`config.mk`:
```
export PLATFORM = sky130hd
export DESIGN_NAME = lenient_utf8_stream_decoder_core_flat
export DESIGN_NICKNAME = d
export VERILOG_FILES = /design/src/lutf8_pkg.sv /design/src/lutf8_stream_if.sv /design/src/lutf8_decode.sv /design/src/lutf8_out_queue.sv /design/src/lenient_utf8_stream_decoder_core.sv /design/src/flat_wrapper.sv
export SDC_FILE = /design/constraint.sdc
export NUM_CORES = 1
export LEC_CHECK = 0
export ABC_AREA = 1
export BUFFER_PORTS_ARGS = -buffer_cell sky130_fd_sc_hd__buf_4
export CORE_ASPECT_RATIO = 0.7
export CORE_MARGIN = 2
export CORE_UTILIZATION = 50
export DETAILED_ROUTE_END_ITERATION = 12
export GPL_ROUTABILITY_DRIVEN = 0
export PLACE_DENSITY = 0.66
export SETUP_SLACK_MARGIN = 0.5
export SYNTH_ARGS = -nofsm -noshare
export SYNTH_HDL_FRONTEND = slang
export SYNTH_SLANG_ARGS = --single-unit
```
`constraint.sdc`:
```
create_clock -name i_clk -period 7.75 [get_ports i_clk]
set_input_delay 1.55 -clock i_clk [delete_from_list [all_inputs] [get_ports i_clk]]
set_output_delay 1.55 -clock i_clk [all_outputs]
set_load 0.05 [all_outputs]
```
`src/lutf8_pkg.sv`:
```
// Shared types, constants and byte classifier for the lenient UTF-8 decoder.
// No dependencies; compiled first.
package lutf8_pkg;

    localparam int BYTE_W      = 8;
    localparam int CP_W        = 21;
    localparam int CONT_BITS   = 6;
    localparam int QUEUE_DEPTH = 4;

    // Lead / continuation byte patterns
    localparam logic [7:0] LEAD4_MASK = 8'hF8;
    localparam logic [7:0] LEAD4_PAT  = 8'hF0;
    localparam logic [7:0] LEAD4_DATA = 8'h07;
    localparam logic [7:0] LEAD3_MASK = 8'hF0;
    localparam logic [7:0] LEAD3_PAT  = 8'hE0;
    localparam logic [7:0] LEAD3_DATA = 8'h0F;
    localparam logic [7:0] LEAD2_MASK = 8'hE0;
    localparam logic [7:0] LEAD2_PAT  = 8'hC0;
    localparam logic [7:0] LEAD2_DATA = 8'h1F;
    localparam logic [7:0] CONT_MASK  = 8'hC0;
    localparam logic [7:0] CONT_PAT   = 8'h80;
    localparam logic [7:0] CONT_DATA  = 8'h3F;

    typedef enum logic [2:0] {
        CLS_END,
        CLS_LEAD2,
        CLS_LEAD3,
        CLS_LEAD4,
        CLS_CONT,
        CLS_OTHER
    } t_byte_class;

    typedef struct packed {
        logic [BYTE_W-1:0] byte_in;
    } t_byte_item;

    typedef struct packed {
        logic [CP_W-1:0] codepoint;
        logic            cut_short;
        logic            last;
    } t_result_item;

    // Results produced by one decoded byte, packed to the front.
    typedef struct packed {
        logic [1:0]   count;
        t_result_item res0;
        t_result_item res1;
    } t_dec_push;

    function automatic t_byte_class classify(input logic [BYTE_W-1:0] b);
        t_byte_class cls;
        if (b == '0) begin
            cls = CLS_END;
        end else if ((b & LEAD4_MASK) == LEAD4_PAT) begin
            cls = CLS_LEAD4;
        end else if ((b & LEAD3_MASK) == LEAD3_PAT) begin
            cls = CLS_LEAD3;
        end else if ((b & LEAD2_MASK) == LEAD2_PAT) begin
            cls = CLS_LEAD2;
        end else if ((b & CONT_MASK) == CONT_PAT) begin
            cls = CLS_CONT;
        end else begin
            cls = CLS_OTHER;
        end
        return cls;
    endfunction

endpackage

```
`src/lutf8_stream_if.sv`:
```
// Valid/ready stream channel with a typed payload.
// No dependencies; payload type is set at instantiation.
interface lutf8_stream_if #(
    parameter type t_payload = logic
);
    logic     valid;
    logic     ready;
    t_payload payload;

    modport source (output valid, output payload, input ready);
    modport sink   (input valid, input payload, output ready);
endinterface

```
`src/lutf8_decode.sv`:
```
// Decode step: sequence state plus the combinational byte handling.
// Depends on lutf8_pkg.
module lutf8_decode (
    input  logic                              i_clk,
    input  logic                              i_rst_n,
    input  logic                              i_fire,
    input  logic [lutf8_pkg::BYTE_W-1:0]      i_byte,
    output lutf8_pkg::t_dec_push              o_push
);
    import lutf8_pkg::*;

    logic [1:0]      r_pending, n_pending;
    logic [CP_W-1:0] r_partial, n_partial;

    t_byte_class     cls;
    logic [CP_W-1:0] shifted;
    logic            fresh;
    logic            cut_valid, done_valid, emit_valid;
    logic [1:0]      count;
    t_result_item    res_cut, res_done, res_emit;

    always_comb begin
        cls        = classify(i_byte);
        shifted    = {r_partial[CP_W-CONT_BITS-1:0], i_byte[CONT_BITS-1:0]};
        n_pending  = r_pending;
        n_partial  = r_partial;
        fresh      = 1'b1;
        cut_valid  = 1'b0;
        done_valid = 1'b0;
        emit_valid = 1'b0;

        if (r_pending != 2'd0) begin
            if (cls == CLS_CONT) begin
                fresh     = 1'b0;
                n_pending = r_pending - 2'd1;
                if (r_pending == 2'd1) begin
                    done_valid = 1'b1;
                    n_partial  = '0;
                end else begin
                    n_partial = shifted;
                end
            end else begin
                // open sequence interrupted: flush it, then treat byte as new
                cut_valid = 1'b1;
                n_pending = 2'd0;
                n_partial = '0;
            end
        end

        if (fresh) begin
            case (cls)
                CLS_END: begin
                end
                CLS_LEAD4: begin
                    n_partial = {{(CP_W-BYTE_W){1'b0}}, i_byte & LEAD4_DATA};
                    n_pending = 2'd3;
                end
                CLS_LEAD3: begin
                    n_partial = {{(CP_W-BYTE_W){1'b0}}, i_byte & LEAD3_DATA};
                    n_pending = 2'd2;
                end
                CLS_LEAD2: begin
                    n_partial = {{(CP_W-BYTE_W){1'b0}}, i_byte & LEAD2_DATA};
                    n_pending = 2'd1;
                end
                default: begin
                    emit_valid = 1'b1;
                end
            endcase
        end

        count = 2'({1'b0, cut_valid}) + 2'({1'b0, done_valid}) + 2'({1'b0, emit_valid});

        res_cut  = '{codepoint: r_partial, cut_short: 1'b1, last: 1'b0};
        res_done = '{codepoint: shifted, cut_short: 1'b0, last: 1'b0};
        res_emit = '{codepoint: {{(CP_W-BYTE_W){1'b0}}, i_byte}, cut_short: 1'b0,
                     last: 1'b0};

        o_push.count = i_fire ? count : 2'd0;
        o_push.res0  = cut_valid ? res_cut : (done_valid ? res_done : res_emit);
        o_push.res0.last = (count == 2'd1);
        o_push.res1  = res_emit;
        o_push.res1.last = 1'b1;
    end

    always_ff @(posedge i_clk) begin
        if (!i_rst_n) begin
            r_pending <= 2'd0;
            r_partial <= '0;
        end else if (i_fire) begin
            r_pending <= n_pending;
            r_partial <= n_partial;
        end
    end

endmodule

```
`src/lutf8_out_queue.sv`:
```
// Small result queue: takes up to two results per cycle, hands out one while ready.
// Depends on lutf8_pkg.
module lutf8_out_queue (
    input  logic                     i_clk,
    input  logic                     i_rst_n,
    input  lutf8_pkg::t_dec_push     i_push,
    output logic                     o_room,
    output logic                     o_valid,
    output lutf8_pkg::t_result_item  o_item,
    input  logic                     i_ready
);
    import lutf8_pkg::*;

    localparam int PTR_W = $clog2(QUEUE_DEPTH);
    localparam int CNT_W = PTR_W + 1;

    t_result_item     r_mem [QUEUE_DEPTH];
    logic [PTR_W-1:0] r_wr, r_rd;
    logic [CNT_W-1:0] r_count;
    logic [PTR_W-1:0] wr_next;
    logic             pop;
    logic [CNT_W-1:0] occ;

    always_comb begin
        pop     = (r_count != '0) && i_ready;
        occ     = r_count - CNT_W'(pop);
        o_room  = (occ <= CNT_W'(QUEUE_DEPTH - 2));
        o_valid = (r_count != '0);
        o_item  = r_mem[r_rd];
        wr_next = r_wr + PTR_W'(1);
    end

    always_ff @(posedge i_clk) begin
        if (i_push.count != 2'd0) begin
            r_mem[r_wr] <= i_push.res0;
        end
        if (i_push.count == 2'd2) begin
            r_mem[wr_next] <= i_push.res1;
        end
    end

    always_ff @(posedge i_clk) begin
        if (!i_rst_n) begin
            r_wr    <= '0;
            r_rd    <= '0;
            r_count <= '0;
        end else begin
            r_wr    <= r_wr + PTR_W'(i_push.count);
            r_rd    <= r_rd + PTR_W'(pop);
            r_count <= r_count + CNT_W'(i_push.count) - CNT_W'(pop);
        end
    end

endmodule

```
`src/lenient_utf8_stream_decoder_core.sv`:
```
// Top level of the lenient UTF-8 stream decoder.
// Depends on lutf8_pkg, lutf8_stream_if, lutf8_decode, lutf8_out_queue.

// Lenient UTF-8 decoder: one byte per input transaction, one code point per
// output transaction. Lead bytes open 2-, 3- or 4-byte sequences, continuation
// bytes shift in six bits each, and a complete sequence yields its code point.
// Any other byte is passed through as its own value. A non-continuation byte
// that arrives inside a sequence first flushes the partial value with
// cut_short set, then is handled on its own, so it can yield two results;
// 'last' marks the final result of each byte. Byte zero flushes an open
// sequence and yields nothing itself. No overlong, surrogate or range checks.
// Rate: one byte per cycle while the result queue has room. A byte that yields
// two results needs two output transactions; a 4-entry result queue absorbs
// these, and input stalls only when fewer than two queue slots will be free. A
// result is offered once its byte has passed the input register and been decoded
// into the queue; the output valid and payload come straight from registers.
module lenient_utf8_stream_decoder_core (
    input  logic            i_clk,
    input  logic            i_rst_n,
    lutf8_stream_if.sink    i_byte,
    lutf8_stream_if.source  o_result
);
    import lutf8_pkg::*;

    // Input register
    logic              r_in_valid;
    logic [BYTE_W-1:0] r_in_byte;

    logic              room;
    logic              consume;
    t_dec_push         push;
    t_result_item      q_item;
    t_byte_item        in_item;

    assign in_item      = i_byte.payload;
    // byte in the input register is decoded when the queue can take two results
    assign consume      = r_in_valid && room;
    assign i_byte.ready = !r_in_valid || consume;

    always_ff @(posedge i_clk) begin
        if (!i_rst_n) begin
            r_in_valid <= 1'b0;
        end else if (i_byte.valid && i_byte.ready) begin
            r_in_valid <= 1'b1;
        end else if (consume) begin
            r_in_valid <= 1'b0;
        end
    end

    always_ff @(posedge i_clk) begin
        if (i_byte.valid && i_byte.ready) begin
            r_in_byte <= in_item.byte_in;
        end
    end

    lutf8_decode u_decode (
        .i_clk   (i_clk),
        .i_rst_n (i_rst_n),
        .i_fire  (consume),
        .i_byte  (r_in_byte),
        .o_push  (push)
    );

    lutf8_out_queue u_queue (
        .i_clk   (i_clk),
        .i_rst_n (i_rst_n),
        .i_push  (push),
        .o_room  (room),
        .o_valid (o_result.valid),
        .o_item  (q_item),
        .i_ready (o_result.ready)
    );

    assign o_result.payload = q_item;

endmodule

```
`src/flat_wrapper.sv`:
```
// flat-port wrapper written by rule: the top's interface ports become plain ports
module lenient_utf8_stream_decoder_core_flat import lutf8_pkg::*;
  (i_clk, i_rst_n, i_byte_valid, i_byte_payload, i_byte_ready, o_result_valid, o_result_payload, o_result_ready);
  lutf8_stream_if #(.t_payload(t_byte_item)) i_byte_i ();
  lutf8_stream_if #(.t_payload(t_result_item)) o_result_i ();
  input  logic i_clk;
  input  logic i_rst_n;
  input wire logic [$bits(i_byte_i.valid)-1:0] i_byte_valid;
  input wire logic [$bits(i_byte_i.payload)-1:0] i_byte_payload;
  output wire logic [$bits(i_byte_i.ready)-1:0] i_byte_ready;
  output wire logic [$bits(o_result_i.valid)-1:0] o_result_valid;
  output wire logic [$bits(o_result_i.payload)-1:0] o_result_payload;
  input wire logic [$bits(o_result_i.ready)-1:0] o_result_ready;
  assign i_byte_i.valid = i_byte_valid;
  assign i_byte_i.payload = i_byte_payload;
  assign i_byte_ready = i_byte_i.ready;
  assign o_result_valid = o_result_i.valid;
  assign o_result_payload = o_result_i.payload;
  assign o_result_i.ready = o_result_ready;
  lenient_utf8_stream_decoder_core u_core (.i_clk(i_clk), .i_rst_n(i_rst_n), .i_byte(i_byte_i), .o_result(o_result_i));
endmodule
```
==> impl.org, run 1 <==
** Outcome
- The run finished with clean final reports.

** Place
- Including well taps, the total number of placed cells is 997.
- Post-detailed-placement cell area :: 6670 um2
- Input and output buffers added on the ports amount to 36.
- Hpwl dp :: 11800 um

** Critical path
- Kind of cell adding the most delay to the critical path :: simple AND/OR/NAND/NOR gates
- In this run the worst path has a maximum fanout of 21.
- Most repeated library cell on the critical path :: ha_1
- The worst setup path is launched from an input port.
- At the worst endpoint, the arrival time is 4.98 ns.
- Required time of the worst setup path :: 8.06 ns
- Together, buffers and inverters on the worst path number 4.
- The critical path in this run is classified as input port to register.
- STA classifies the critical path endpoint as a register.
- In this design, the stage delay of the slowest critical-path cell is 0.71 ns.
- Walking the worst path, the cells encountered are buf_4, and2_1, ha_1, ha_1, inv_1, nand2_1, nand4_1, nor2_1, inv_1, ha_1, inv_1, ha_1, fa_1, xor2_1, o21ai_0, a21oi_1.
- Slowest CP cell :: nand4_1

** Clock tree
- Buffers inserted by post-CTS timing repair :: 0
- Count of hold buffers inserted by post-cts repair :: 0
- TritonCTS clock tree :: yes
- The H-tree was split into 4 levels.
- Resize count post-CTS :: 0
- Clock-pin slew was measured on the worst setup and hold paths at 0.06 ns.
- The tree is rooted in a clkbuf_16.
- CTS Sinks :: 131
- Counting along the longest clock path gives a buffer depth of 2.
- Clock buffers created by TritonCTS :: 17
- At the later pin of the worst-skew pair, clock insertion delay measures 0.42 ns.

** Route
- Initial DRT Pass Iterations :: 6
- The routed layout has 6073 vias.
- DRC violation total after the first TritonRoute iteration :: 543
- Total Routed Length :: 18700 um
- Avg WL per Cell :: 18.2 um
- After detailed routing, the number of remaining DRC violations is 0.
- Using the TritonRoute via totals, the vias-per-cell ratio works out to 5.91.
- Residual antenna-violating net count after detailed routing :: 0

** Worst hold path
- In this run the worst hold path is classified as register to register.

** Synth
- Syn. warnings :: 0
- Of the synthesized area, sequential elements account for 0.465.
- Mean post-synth cell area :: 7.61 um2
- Instance count of the mapped netlist :: 854
- The number of nets handed over by synthesis was 877.
- Synthesis inferred 131 register bits.
- Netlist Area Pre-Place :: 6500 um2
- The number of different library cells used by synthesis comes to 37.

** Cells and area
- Area overhead of the layout relative to synthesis :: 11.4%
- Summing all multi-input logic gate instances after layout gives 2940 um2.
- Ratio of cells with drive above 1 in the final layout :: 0.0958
- Post-Layout Inst Area :: 7240 um2
- Excluding fillers, the count of instances in the completed layout stands at 1028.
- The repair_antennas step left the layout with diodes totalling 0.
- Leaving out fill and tap cells, the most frequent cell in the layout is nand2_1.
- Highest-count cells in the layout ignoring fill and taps :: nand2_1 (247), nand3_1 (98), dfxtp_1 (91)
- Number of filler cells placed in the layout :: 1109
- Number of nets at the end of the flow :: 877
- Flip-flop and latch area :: 3020 um2

** Floorplan
- The floorplan step set the die width to 140 um.
- Initial core utilization :: 0.518
- Floorplan core area :: 12500 um2
- The floorplan step defined a die boundary enclosing 13900 um2.
- During I/O placement, the number of pins put on the boundary was 37.
- The floorplan step set the die height to 99.4 um.
- Row count :: 34

** Power
- Total power for the finished layout comes to 2.75 mW.
- Relative contribution of combinational cells to total power :: 0.404
- Summed over all cells, the static leakage comes to 3.25 nW.
- The share of total power dissipated in sequential elements is 0.309.
- The internal power of the cells totals 1.59 mW.
- PD cells :: 379 nW/um2
- Switching power total :: 1.16 mW
- Across the VDD grid, the largest voltage drop is 0.179 mV.
- Of the total power, the share spent switching nets is 0.422.
- Of the total power, the clock network draws 0.287.

** Timing
- Worst-margin pin slew :: 0.975 ns
- Final Hold Slack :: 0.455 ns
- Adding up every negative setup slack in the final design gives 0 ns.
- The smallest clock period supported by the final layout is computed as 4.67 ns.
- Fmax :: 214 MHz
- Slew Limit Headroom :: 0.343
- The total count of hold-check failures in the final report is 0.
- The max-slew violation total from the final report came to 0.
- Setup violations remaining at the end of the flow were counted as 0.
- Share of the clock period used by the worst path :: 0.603
- Setup repair after global routing left no endpoint under its margin.
- Worst Clk Skew :: 0.0139 ns

** Global route
- Overall fraction of global-route tracks in use :: 0.281
- Entering global routing, the biggest net connects 49 pins.
- Number of global-route vias before repair :: 5784
- Initial antenna violation count :: 0
- Global routing finished with a remaining overflow of 0.
- The first global-routing pass estimated 30500 um of wire.

** Run
- Number of max-cap violations :: 0
final cells by class:
| type | instances | area share |
|---|---|---|
| Sequential cell | 131 | 0.417 |
| Clock buffer | 26 | 0.0689 |
| Timing Repair Buffer | 39 | 0.0404 |
| Tap cell | 162 | 0.0280 |
| Multi-Input combinational cell | 609 | 0.405 |
| Inverter | 56 | 0.0290 |
| Clock inverter | 5 | 0.0107 |
worst reg2reg max path, delay by kind of cell, from the launching register on:
| kind | cells | cell delay (ns) |
|---|---|---|
| adders and majority gates | 5 | 2.18 |
| and+or+nand+nor | 2 | 0.54 |
| buffers and inverters | 4 | 0.53 |
| DFF | 1 | 0.39 |
| AOI/OAI and AO/OA | 3 | 0.31 |
| xor gates and xnor gates | 1 | 0.18 |
sequential cells by signal, indices dropped and copies added (netlist names):
signal / cells
u_core.u_queue.r_count: 3
u_core.u_queue.r_rd: 2
u_core.r_in_valid: 1
u_core.u_decode.r_partial: 21
u_core.r_in_byte: 8
u_core.u_queue.r_wr: 2
u_core.u_queue.r_mem: 92
u_core.u_decode.r_pending: 2
power by group through the flow:
stage,clock [mW],combinational (mW),sequential (mW)
floorplan,0,0.828,0.838
global placement,0,1.08,0.857
detailed placement,0,1.09,0.860
CTS,0.790,1.10,0.847
global route,0.825,1.20,0.857
finish,0.787,1.11,0.849
metal layers:
metal	GRT usage	up-vias	wire length, um
met5	0	-	0
met4	0.113	0	320
met3	0.0467	30	1700
met2	0.431	339	8110
met1	0.400	2859	8540
li1	-	2845	-
cell usage after synthesis, drive strengths merged:
cell | number | share of area
nand4 | 8 | 0.013
o22ai | 40 | 0.038
clkbuf | 19 | 0.011
dfxtp | 91 | 0.28
buf | 39 | 0.040
and2 | 1 | 0.00096
fa | 2 | 0.0062
ha | 9 | 0.017
nor3 | 2 | 0.0015
clkinv | 1 | 0.00058
inv | 55 | 0.032
o21ai | 83 | 0.064
a31oi | 1 | 0.00096
xnor2 | 3 | 0.0040
a21oi | 15 | 0.012
a211oi | 1 | 0.0012
edfxtp | 40 | 0.18
nand3 | 100 | 0.079
o211ai | 7 | 0.014
nand2 | 248 | 0.14
nor2 | 88 | 0.055
xor2 | 1 | 0.0013
worst paths after layout:
check                                                                from  slack [ns]  cells after the start                                       to
worst max register to register  u_core.u_decode.r_pending[0]$_SDFFE_PN0N_        3.53                     15     u_core.u_queue.r_count[2]$_SDFF_PN0_
worst min-delay path              u_core.u_queue.r_mem[2][0]$_SDFFE_PP1N_        0.45                      2  u_core.u_queue.r_mem[2][0]$_SDFFE_PP1N_
worst max-delay path                                       o_result_ready        3.08                     16     u_core.u_queue.r_count[2]$_SDFF_PN0_
worst min register to register    u_core.u_queue.r_mem[2][0]$_SDFFE_PP1N_        0.45                      2  u_core.u_queue.r_mem[2][0]$_SDFFE_PP1N_
metrics by stage:
| step | util | worst slack (ns) |
|---|---|---|
| after floorplan | - | 3.44 |
| after global placement | 0.531 | 2.77 |
| after detailed placement | 0.531 | 2.69 |
| after CTS | 0.577 | 3.11 |
| after global routing | 0.577 | 2.79 |
| final | 0.577 | 3.08 |
cell families after synthesis:
| kind of cell | share of synthesized area |
|---|---|
| AOI/OAI and AO/OA | 0.130 |
| xor gates and xnor gates | 0.00539 |
| adders and majority gates | 0.0235 |
| buffers and inverters | 0.0832 |
| DFF | 0.465 |
| and+or+nand+nor | 0.293 |
No activity file was read; power rests on OpenSTA's default activity.
==> inputs of run 2 (changes only) <==
Settings changed: ABC_AREA 1 to 0, PLACE_DENSITY 0.66 to 0.67.
Clock period 7.75 ns to 4.4 ns, I/O delays scaled along.
==> run 2 against run 1 <==
Die area decreased by 13%. Critical path depth is 5 lower. Via count decreased by 31%. Critical path type is now register to register. Largest power group is now the clock network. Highest routed layer unchanged.
==> impl.org, run 2 <==
** Outcome
- Run status: finished clean (unchanged).

** Route
- Residual antenna-violating net count after detailed routing :: 0 (unchanged)
- The starting DRC count in detailed routing is 400 (was 543).
- Number of vias per cell after detailed routing :: 5.94 (was 5.91)
- Avg WL per Cell :: 19.7 um (was 18.2 um)
- The post-detailed-route DRC marker count came to 0 (unchanged).
- Total vias in the final route :: 4178 (was 6073)
- The number of iterations in the first detailed-routing pass is 5 (was 6).
- Total Routed Length :: 13900 um (was 18700 um)

** Synth
- Netlist cell types :: 49 (was 37)
- The proportion of synthesized chip area in sequential cells came to 0.537 (was 0.465).
- The largest area contributor in the netlist is dfxtp_1 (unchanged).
- FFs w/ async S/R, synth :: 0 (unchanged)
- Top_reg_cell synth :: dfxtp_1 (unchanged)
- Number of flops mapped to enable cells by yosys :: 40 (unchanged)
- Net Count, Synth :: 526 (was 877)
- Ranking of synthesized cells by instance count: dfxtp_1 (91), nand2_1 (62), o21ai_0 (59), edfxtp_1 (40), a22o_1 (37) (was nand2_1 (247), nand3_1 (98), dfxtp_1 (91), nor2_1 (83), o21ai_0 (80)).
- Post-synthesis sequential element count :: 131 (unchanged)
- Top cell type's share of synthesized area :: 0.324 (was 0.280)
- The most numerous cell in the Yosys netlist was dfxtp_1 (was nand2_1).
- The count of synthesis-stage warnings from yosys came to 0 (unchanged).
- Instance count of the mapped netlist :: 503 (was 854)
- Cells taking the most area after synthesis: dfxtp_1 (32%), edfxtp_1 (21%), mux4_2 (9.2%) (was dfxtp_1 (28%), edfxtp_1 (18%), nand2_1 (14%)).
- The mean cell area of the mapped netlist is 11.2 um2 (was 7.61 um2).
- Netlist Area Pre-Place :: 5630 um2 (was 6500 um2)

** Timing
- RSZ-0062 raised after global routing :: false (unchanged)
- Fmax :: 273 MHz
- The max-slew violation total from the final report was 0 (unchanged).
- Final-report hold violation count :: 0 (unchanged)
- Slew Limit Headroom :: 0.495 (was 0.343)
- The transition time at the pin with the least slew margin was 0.758 ns (was 0.975 ns).
- Summed negative setup slack over all endpoints :: 0 ns (unchanged)
- Number of setup violations in the final report :: 0 (unchanged)
- Share of the clock period used by the worst path :: 0.831
- Final period demand of the worst path :: 3.66 ns
- The final clock skew is 0.00641 ns (was 0.0139 ns).

** Global route
- Sum of overflow across all layers after global routing :: 0 (unchanged)
- Maximum number of pins on one net before global-route repair :: 21 (was 49)
- Number of global-route vias before repair :: 4039 (was 5784)
- The global-route usage over all layers was 0.248 (was 0.281).
- The global-route wire length before repair came to 22200 um (was 30500 um).
- The number of antenna violations at the first check in global routing came to 0 (unchanged).

** Clock tree
- The maximum level of the CTS H-tree came to 4 (unchanged).
- Count of hold buffers inserted by post-cts repair :: 0 (unchanged)
- Resize count post-CTS :: 0 (unchanged)
- Clock insertion delay at the later pin of the skew report :: 0.42 ns (about the same)
- The clock slew at the register clock pins of the worst setup and hold paths is 0.05 ns (was 0.06 ns).
- The TritonCTS clock tree is yes (unchanged).
- The post-CTS setup-driven buffer insertion count came to 0 (unchanged).
- Buffer cell driving the clock tree root :: clkbuf_16 (unchanged)
- The number of buffers on the longest clock path is 2 (unchanged).
- CTS Sinks :: 131 (unchanged)
- Clock buffers created by TritonCTS :: 17 (unchanged)

** Power
- Share of total power consumed by net switching :: 0.306 (was 0.422)
- Leakage power of the design :: 2.44 nW (was 3.25 nW)
- The share of total power in sequential cells came to 0.372 (was 0.309).
- Switching power total :: 1.20 mW (was 1.16 mW)
- The combinational cell fraction of total power is 0.240 (was 0.404).
- The maximum VDD drop came to 0.354 mV (was 0.179 mV).
- The total power per unit cell area came to 584 nW/um2 (was 379 nW/um2).
- The portion of total power attributed to the clock network came to 0.388 (was 0.287).
- The internal power summed over all cells was 2.71 mW (was 1.59 mW).

** Critical path
- Kind of cell adding the most delay to the critical path :: simple AND/OR/NAND/NOR gates (unchanged)
- Number of buffers and inverters on the critical path :: 2 (was 4)
- Worst setup path start :: u_core.u_decode.r_pending[0]$_SDFFE_PN0N_ (was o_result_ready)
- Worst setup path endpoint :: u_core.u_queue.r_mem[0][5]$_DFFE_PP_ (was u_core.u_queue.r_count[2]$_SDFF_PN0_)
- The master of the slowest instance on the critical path was fa_1 (was nand4_1).
- Capturing element type of the critical path :: register (unchanged)
- Logic depth of the worst path, buffers included :: 11 (was 16)
- The endpoint of the worst register-to-register path is u_core.u_queue.r_mem[0][5]$_DFFE_PP_ (was u_core.u_queue.r_count[2]$_SDFF_PN0_).
- The data arrival time of the critical path came to 3.94 ns (was 4.98 ns).
- Most repeated library cell on the critical path :: inv_1 (was ha_1)
- CP cell instances :: inv_1, ha_1, inv_1, a22oi_1, o21a_1, fa_1, or2_2, nor3b_4, nand2_2, nor2_1, a22o_1 (was buf_4, and2_1, ha_1, ha_1, inv_1, nand2_1, nand4_1, nor2_1, inv_1, ha_1, inv_1, ha_1, fa_1, xor2_1, o21ai_0, a21oi_1)
- Startpoint type of the worst setup path :: register (was input port)
- Peak per-stage delay on the critical path :: 0.74 ns (was 0.71 ns)
- Setup slack of the worst register-to-register path :: 0.74 ns (was 3.53 ns)
- Logic depth of the worst register-to-register path :: 11 (was 15)
- The critical setup path kind is register to register (was input port to register).
- The highest fanout seen on the critical path was 10 (was 21).
- The critical register-to-register path startpoint is u_core.u_decode.r_pending[0]$_SDFFE_PN0N_ (unchanged).
- The data required time at the worst endpoint came to 4.68 ns (was 8.06 ns).

** Cells and area
- Max reg flops :: 92 (unchanged)
- Number of filler cells placed in the layout :: 892 (was 1109)
- The synthesis-to-layout area growth was 19.1% (was 11.4%).
- Commonest non-fill, non-tap cell in the layout :: dfxtp_1 (was nand2_1)
- The largest register by flop count was u_core.u_queue.r_mem (unchanged).
- Ratio of cells with drive above 1 in the final layout :: 0.202 (was 0.0958)
- The number of diodes was 0 (unchanged).
- The post-route non-filler standard cell count is 703 (was 1028).
- Highest-count cells in the layout ignoring fill and taps :: dfxtp_1 (91), nand2_1 (62), o21ai_0 (59) (was nand2_1 (247), nand3_1 (98), dfxtp_1 (91))
- The post-layout net count came to 560 (was 877).
- Registers with the highest flip-flop counts :: u_core.u_queue.r_mem: 92 flops, u_core.u_decode.r_partial: 21 flops, u_core.r_in_byte: 8 flops (unchanged)

** Floorplan
- Initial core utilization :: 0.513 (was 0.518)
- Row count :: 32 (was 34)
- Width of the die :: 131 um (was 140 um)
- Top-level I/O count :: 37 (unchanged)
- Die Ht :: 92.7 um (was 99.4 um)
- Full die area :: 12100 um2 (was 13900 um2)
- Floorplan core area :: 11000 um2 (was 12500 um2)

** Run
- The number of max-cap violations is 0 (unchanged).

** Place
- Placed insts :: 671 (was 997)
- Hpwl dp :: 9530 um (was 11800 um)
- Port Buffer Count :: 36 (unchanged)

** Worst hold path
- Type of the worst min-delay path :: register to register (unchanged)
-- run 2: cell count changes after synthesis, sizes merged, moves of 8 or more --
cell	before	now
and2	1	10
o22ai	40	8
mux4	0	23
a22o	0	37
inv	55	16
nand3	100	10
nor2	88	14
a22oi	0	14
nand4	8	0
o21ai	83	62
buf	39	16
nand2	248	63
-- run 2: worst min-delay path by stage --
stage | from | slack [ns] | cells after the start | endpoint
after floorplan | u_core.u_queue.r_mem[2][10]$_SDFFE_PP0N_ | 0.42 | 2 | u_core.u_queue.r_mem[2][10]$_SDFFE_PP0N_
after global placement | u_core.u_queue.r_mem[1][11]$_SDFFE_PP0P_ | 0.43 | 2 | u_core.u_queue.r_mem[1][11]$_SDFFE_PP0P_
after detailed placement | u_core.u_queue.r_mem[3][11]$_SDFFE_PP0N_ | 0.44 | 2 | u_core.u_queue.r_mem[3][11]$_SDFFE_PP0N_
after CTS | u_core.u_queue.r_mem[3][11]$_SDFFE_PP0N_ | 0.45 | 2 | u_core.u_queue.r_mem[3][11]$_SDFFE_PP0N_
after global routing | u_core.u_queue.r_mem[3][14]$_SDFFE_PP0N_ | 0.48 | 2 | u_core.u_queue.r_mem[3][14]$_SDFFE_PP0N_
final | u_core.u_queue.r_mem[3][11]$_SDFFE_PP0N_ | 0.45 | 2 | u_core.u_queue.r_mem[3][11]$_SDFFE_PP0N_
-- run 2: tightest hold or removal path, delay by kind of cell, from the launching register on --
kind / cells / cell delay [ns]
flip-flops: 1 / 0.32
AND/OR/NAND/NOR: 1 / 0.04
AO/OA/AOI/OAI: 1 / 0.05
-- run 2: power by group through the flow --
stage | Sequential, mW | Clock (mW) | Combinational, mW
after global routing | 1.47 | 1.58 | 1.01
after CTS | 1.45 | 1.53 | 0.943
after floorplan | 1.40 | 0 | 0.746
after global placement | 1.48 | 0 | 0.928
after detailed placement | 1.48 | 0 | 0.941
final | 1.46 | 1.52 | 0.938
-- run 2: metal layers --
layer	GRT usage	routed length, um
met1	0.362	6540
met5	0	0
met2	0.363	6270
met4	0.0789	157
met3	0.0647	913
-- run 2: kinds of logic (layout without fill, tap and decap cells) --
logic type / after synthesis / count (layout) / share of synthesized area
flops: 131 / 131 / 0.537
simple gates: 126 / 126 / 0.107
buf+inv: 49 / 96 / 0.0367
mux: 23 / 23 / 0.0921
xor+xnor: 7 / 7 / 0.0109
compound gates: 156 / 156 / 0.188
fa+ha+maj: 11 / 11 / 0.0271
-- run 2: layout make-up --
class	instances	area, um2	share of cell area
Sequential cell	131	3020	0.451
Multi-Input combinational cell	323	2400	0.358
Timing Repair Buffer	48	373	0.0557
Clock inverter	5	78.8	0.0118
Inverter	16	60.1	0.00897
Tap cell	153	191	0.0286
Clock buffer	27	577	0.0861
-- run 2: through the flow --
step / instance area, um2 / hold slack [ns] / power [mW] / setup WS, ns / utilization
2_1_floorplan: 5630 / 0.420 / 2.15 / 0.889 / -
3_3_place_gp: 6040 / 0.430 / 2.40 / 0.856 / 0.551
3_5_place_dp: 6040 / 0.437 / 2.42 / 0.715 / 0.551
4_1_cts: 6700 / 0.450 / 3.93 / 0.781 / 0.611
5_1_grt: 6700 / 0.478 / 4.06 / 0.513 / 0.611
6_report: 6700 / 0.445 / 3.91 / 0.742 / 0.611
==> inputs of run 3 (changes only) <==
Settings changed: PLACE_DENSITY 0.67 to 0.69.
Clock period 4.4 ns to 3.3 ns, I/O delays scaled along.
==> run 3 against run 2 <==
Sequential cell count unchanged. Fmax up 20%. Critical path type unchanged. Global-route usage is 0.89 points higher. Worst setup slack got worse by 0.50 ns. Combinational power is 100% higher. Core utilization increased by 10 points. First-iteration DRC count increased by 48%. Register-to-register slack lost 0.50 ns. Cell count up 7.4%. Design area rose by 17%. Sequential power rose by 29%.
==> impl.org, run 3 (synthesized netlist as in run 2, its figures left out) <==
** Outcome
- Run status: finished clean (unchanged).

** Timing
- The max-slew violation total from the final report is 0 (unchanged).
- Slew Limit Headroom :: 0.448 (was 0.495)
- Worst Clk Skew :: 0.0108 ns (was 0.00641 ns)
- The total negative slack for setup checks was 0 ns (unchanged).
- Worst-margin pin slew :: 0.827 ns (was 0.758 ns)
- Fmax :: 327 MHz (was 273 MHz)
- The final number of setup-violating endpoints came to 0 (unchanged).
- The shortest period the worst path allows was 3.05 ns (was 3.66 ns).
- The total count of hold-check failures in the final report is 0 (unchanged).
- The share of the cycle needed by the critical path after routing was 0.925 (was 0.831).
- RSZ-0062 raised after global routing: true (was false).

** Critical path
- Required time of the worst setup path :: 3.56 ns (was 4.68 ns)
- Setup slack of the worst register-to-register path :: 0.25 ns (was 0.74 ns)
- Startpoint type of the worst setup path :: register (unchanged)
- CP cell instances: nor3_1, a22oi_2, o21a_1, fa_2, buf_6, or2_4, nor3b_4, buf_12, buf_6, nand3_4, buf_8, nand2_1, o21ai_0 (was inv_1, ha_1, inv_1, a22oi_1, o21a_1, fa_1, or2_2, nor3b_4, nand2_2, nor2_1, a22o_1).
- Most repeated library cell on the critical path :: buf_6 (was inv_1)
- The data arrival time of the critical path is 3.32 ns (was 3.94 ns).
- Logic depth of the worst register-to-register path :: 13 (was 11)
- The critical register-to-register path startpoint is u_core.r_in_byte[5]$_DFFE_PP_ (was u_core.u_decode.r_pending[0]$_SDFFE_PN0N_).
- Maximum fanout encountered on the critical timing path :: 7 (was 10)
- The number of buffers and inverters on the critical path is 4 (was 2).
- Crit Reg-Reg Endpoint :: u_core.u_queue.r_mem[1][18]$_SDFFE_PP0P_ (was u_core.u_queue.r_mem[0][5]$_DFFE_PP_)
- Peak per-stage delay on the critical path :: 0.58 ns (was 0.74 ns)
- The family with the most delay on the worst path is simple AND/OR/NAND/NOR gates (unchanged).
- The endpoint kind of the worst setup timing path is a register (unchanged).
- The critical setup path kind is register to register (unchanged).
- Slowest CP cell :: fa_2 (was fa_1)

** Clock tree
- H-tree depth :: 4 (unchanged)
- The cell at the root of the clock tree is clkbuf_16 (unchanged).
- Clock buffers created by TritonCTS :: 17 (unchanged)
- The TritonCTS clock tree is yes (unchanged).
- Maximum count of clock buffers along a single path :: 2 (unchanged)
- CTS Sinks :: 131 (unchanged)
- Clock insertion delay at the later pin of the skew report :: 0.42 ns (about the same)
- CTS clock-pin slew for the worst setup and hold paths :: 0.06 ns (was 0.05 ns)

** Global route
- Maximum number of pins on one net before global-route repair :: 24 (was 21)
- The global-route congestion overflow total was 0 (unchanged).
- First-pass GRT wire length :: 23200 um (was 22200 um)
- Initial antenna violation count :: 1 (was 0)
- Overall fraction of global-route tracks in use :: 0.257 (was 0.248)
- Number of global-route vias before repair :: 4346 (was 4039)

** Worst hold path
- Worst Hold Endpoint :: u_core.r_in_byte[3]$_DFFE_PP_ (was u_core.u_queue.r_mem[3][11]$_SDFFE_PP0N_)
- The beginning of the worst hold path was i_byte_payload[3] (was u_core.u_queue.r_mem[3][11]$_SDFFE_PP0N_).
- Cell depth of the worst min-delay path :: 1 (was 2)
- The worst min-delay path category is input port to register (was register to register).

** Floorplan
- Die Ht :: 92.7 um (unchanged)
- The area of the core was 11000 um2 (unchanged).
- The number of placed I/O pins came to 37 (unchanged).
- Initial core utilization :: 0.513 (unchanged)
- The overall die area came to 12100 um2 (unchanged).
- Width of the die :: 131 um (unchanged)
- The total number of placement rows came to 32 (unchanged).

** Power
- Leakage power of the design :: 2.87 nW (was 2.44 nW)
- The combinational cell fraction of total power came to 0.333 (was 0.240).
- The share of total power in sequential cells is 0.329 (was 0.372).
- The fraction of power spent switching nets was 0.336 (was 0.306).
- The total net switching power was 1.93 mW (was 1.20 mW).
- The internal power summed over all cells is 3.82 mW (was 2.71 mW).
- PD cells :: 735 nW/um2 (was 584 nW/um2)
- Part of the power in the clock network :: 0.338 (was 0.388)
- Maximum vdd drop :: 0.395 mV (was 0.354 mV)

** Route
- Initial DRT Pass Iterations :: 5 (unchanged)
- The total via count after detailed routing came to 4790 (was 4178).
- DRC violation total after the first TritonRoute iteration :: 592 (was 400)
- The remaining antenna violation count after routing is 0 (unchanged).
- The final routed wirelength across all metal layers came to 17300 um (was 13900 um).
- The mean number of vias per cell came to 6.34 (was 5.94).
- The per-cell routed wire length came to 23.0 um (was 19.7 um).
- The post-detailed-route DRC marker count came to 0 (unchanged).

** Cells and area
- Area overhead of the layout relative to synthesis :: 39.1% (was 19.1%)
- The flip-flop count of the largest register, all copies and words added came to 92 (unchanged).
- The share of cells above drive strength 1 came to 0.411 (was 0.202).
- Highest-count cells in the layout ignoring fill and taps :: dfxtp_1 (86), buf_4 (65), nand2_1 (41) (was dfxtp_1 (91), nand2_1 (62), o21ai_0 (59))
- Number of nets at the end of the flow :: 611 (was 560)
- The final cell utilization of the core was 0.713 (was 0.611).
- Registers with the highest flip-flop counts :: u_core.u_queue.r_mem: 92 flops, u_core.u_decode.r_partial: 21 flops, u_core.r_in_byte: 8 flops (unchanged)
- Largest register by flop count :: u_core.u_queue.r_mem (unchanged)
- The most common cell after layout, fill and taps aside is dfxtp_1 (unchanged).

** Place
- The placed wire-length estimate after detailed placement came to 9460 um (was 9530 um).
- The number of port buffers was 36 (unchanged).

** Run
- The number of max-cap violations was 0 (unchanged).
==> run 3: worst max path at each step <==
stage	from	end	slack, ns	cells past startpoint
global placement	o_result_ready	u_core.u_queue.r_count[2]$_SDFF_PN0_	0.23	13
floorplan	u_core.u_decode.r_pending[1]$_SDFFE_PN0N_	u_core.u_queue.r_count[2]$_SDFF_PN0_	0.24	17
detailed placement	o_result_ready	u_core.u_queue.r_count[2]$_SDFF_PN0_	0.19	13
CTS	u_core.u_queue.r_count[1]$_SDFF_PN0_	u_core.u_queue.r_count[2]$_SDFF_PN0_	0.35	14
global route	u_core.r_in_byte[5]$_DFFE_PP_	u_core.u_queue.r_count[2]$_SDFF_PN0_	0.21	12
finish	u_core.r_in_byte[5]$_DFFE_PP_	u_core.u_queue.r_mem[1][18]$_SDFFE_PP0P_	0.25	13
==> run 3: power by group through the flow <==
stage / logic (mW) / clock network [mW] / registers [mW]
after CTS: 1.59 / 1.94 / 1.88
after floorplan: 1.14 / 0 / 1.88
after detailed placement: 1.48 / 0 / 1.92
final: 1.91 / 1.94 / 1.89
after global routing: 2.01 / 2.01 / 1.90
after global placement: 1.45 / 0 / 1.91
==> run 3: layer usage <==
| layer | GRT usage | part of all wire | up-vias |
|---|---|---|---|
| met5 | 0 | 0 | - |
| met3 | 0.0693 | 0.10 | 50 |
| li1 | - | - | 2073 |
| met1 | 0.361 | 0.41 | 2365 |
| met4 | 0.0860 | 0.027 | 0 |
| met2 | 0.387 | 0.46 | 302 |
==> run 3: metrics by stage <==
step           setup slack (ns)  total power [mW]  cells  instance area [um2]  hold WS (ns)
2_1_floorplan             0.243              3.01    503                 5870         0.420
3_3_place_gp              0.229              3.37    682                 6290         0.429
3_5_place_dp              0.186              3.40    682                 6290         0.437
4_1_cts                   0.352              5.42    725                 7110         0.406
5_1_grt                   0.209              5.93    754                 7820         0.400
6_report                  0.246              5.75    755                 7830         0.412
==> run 3: final cells by class <==
type / count / area [um2]
Inverter: 16 / 90.1
Clock inverter: 9 / 85.1
Fill cell: 746 / 3140
Antenna cell: 1 / 2.50
Multi-Input combinational cell: 324 / 2900
Timing Repair inverter: 1 / 8.76
Timing Repair Buffer: 97 / 982
Clock buffer: 23 / 533
Sequential cell: 131 / 3030
Tap cell: 153 / 191
==> run 3: timing repair <==
item                                   CTS  global route
cloned                                   0             7
pin swaps                                7            55
hold buffers                             0             0
gates resized for setup                 15           136
setup buffers                           11            22
endpoints found under the hold margin    0             0
setup endpoints to repair              119           107
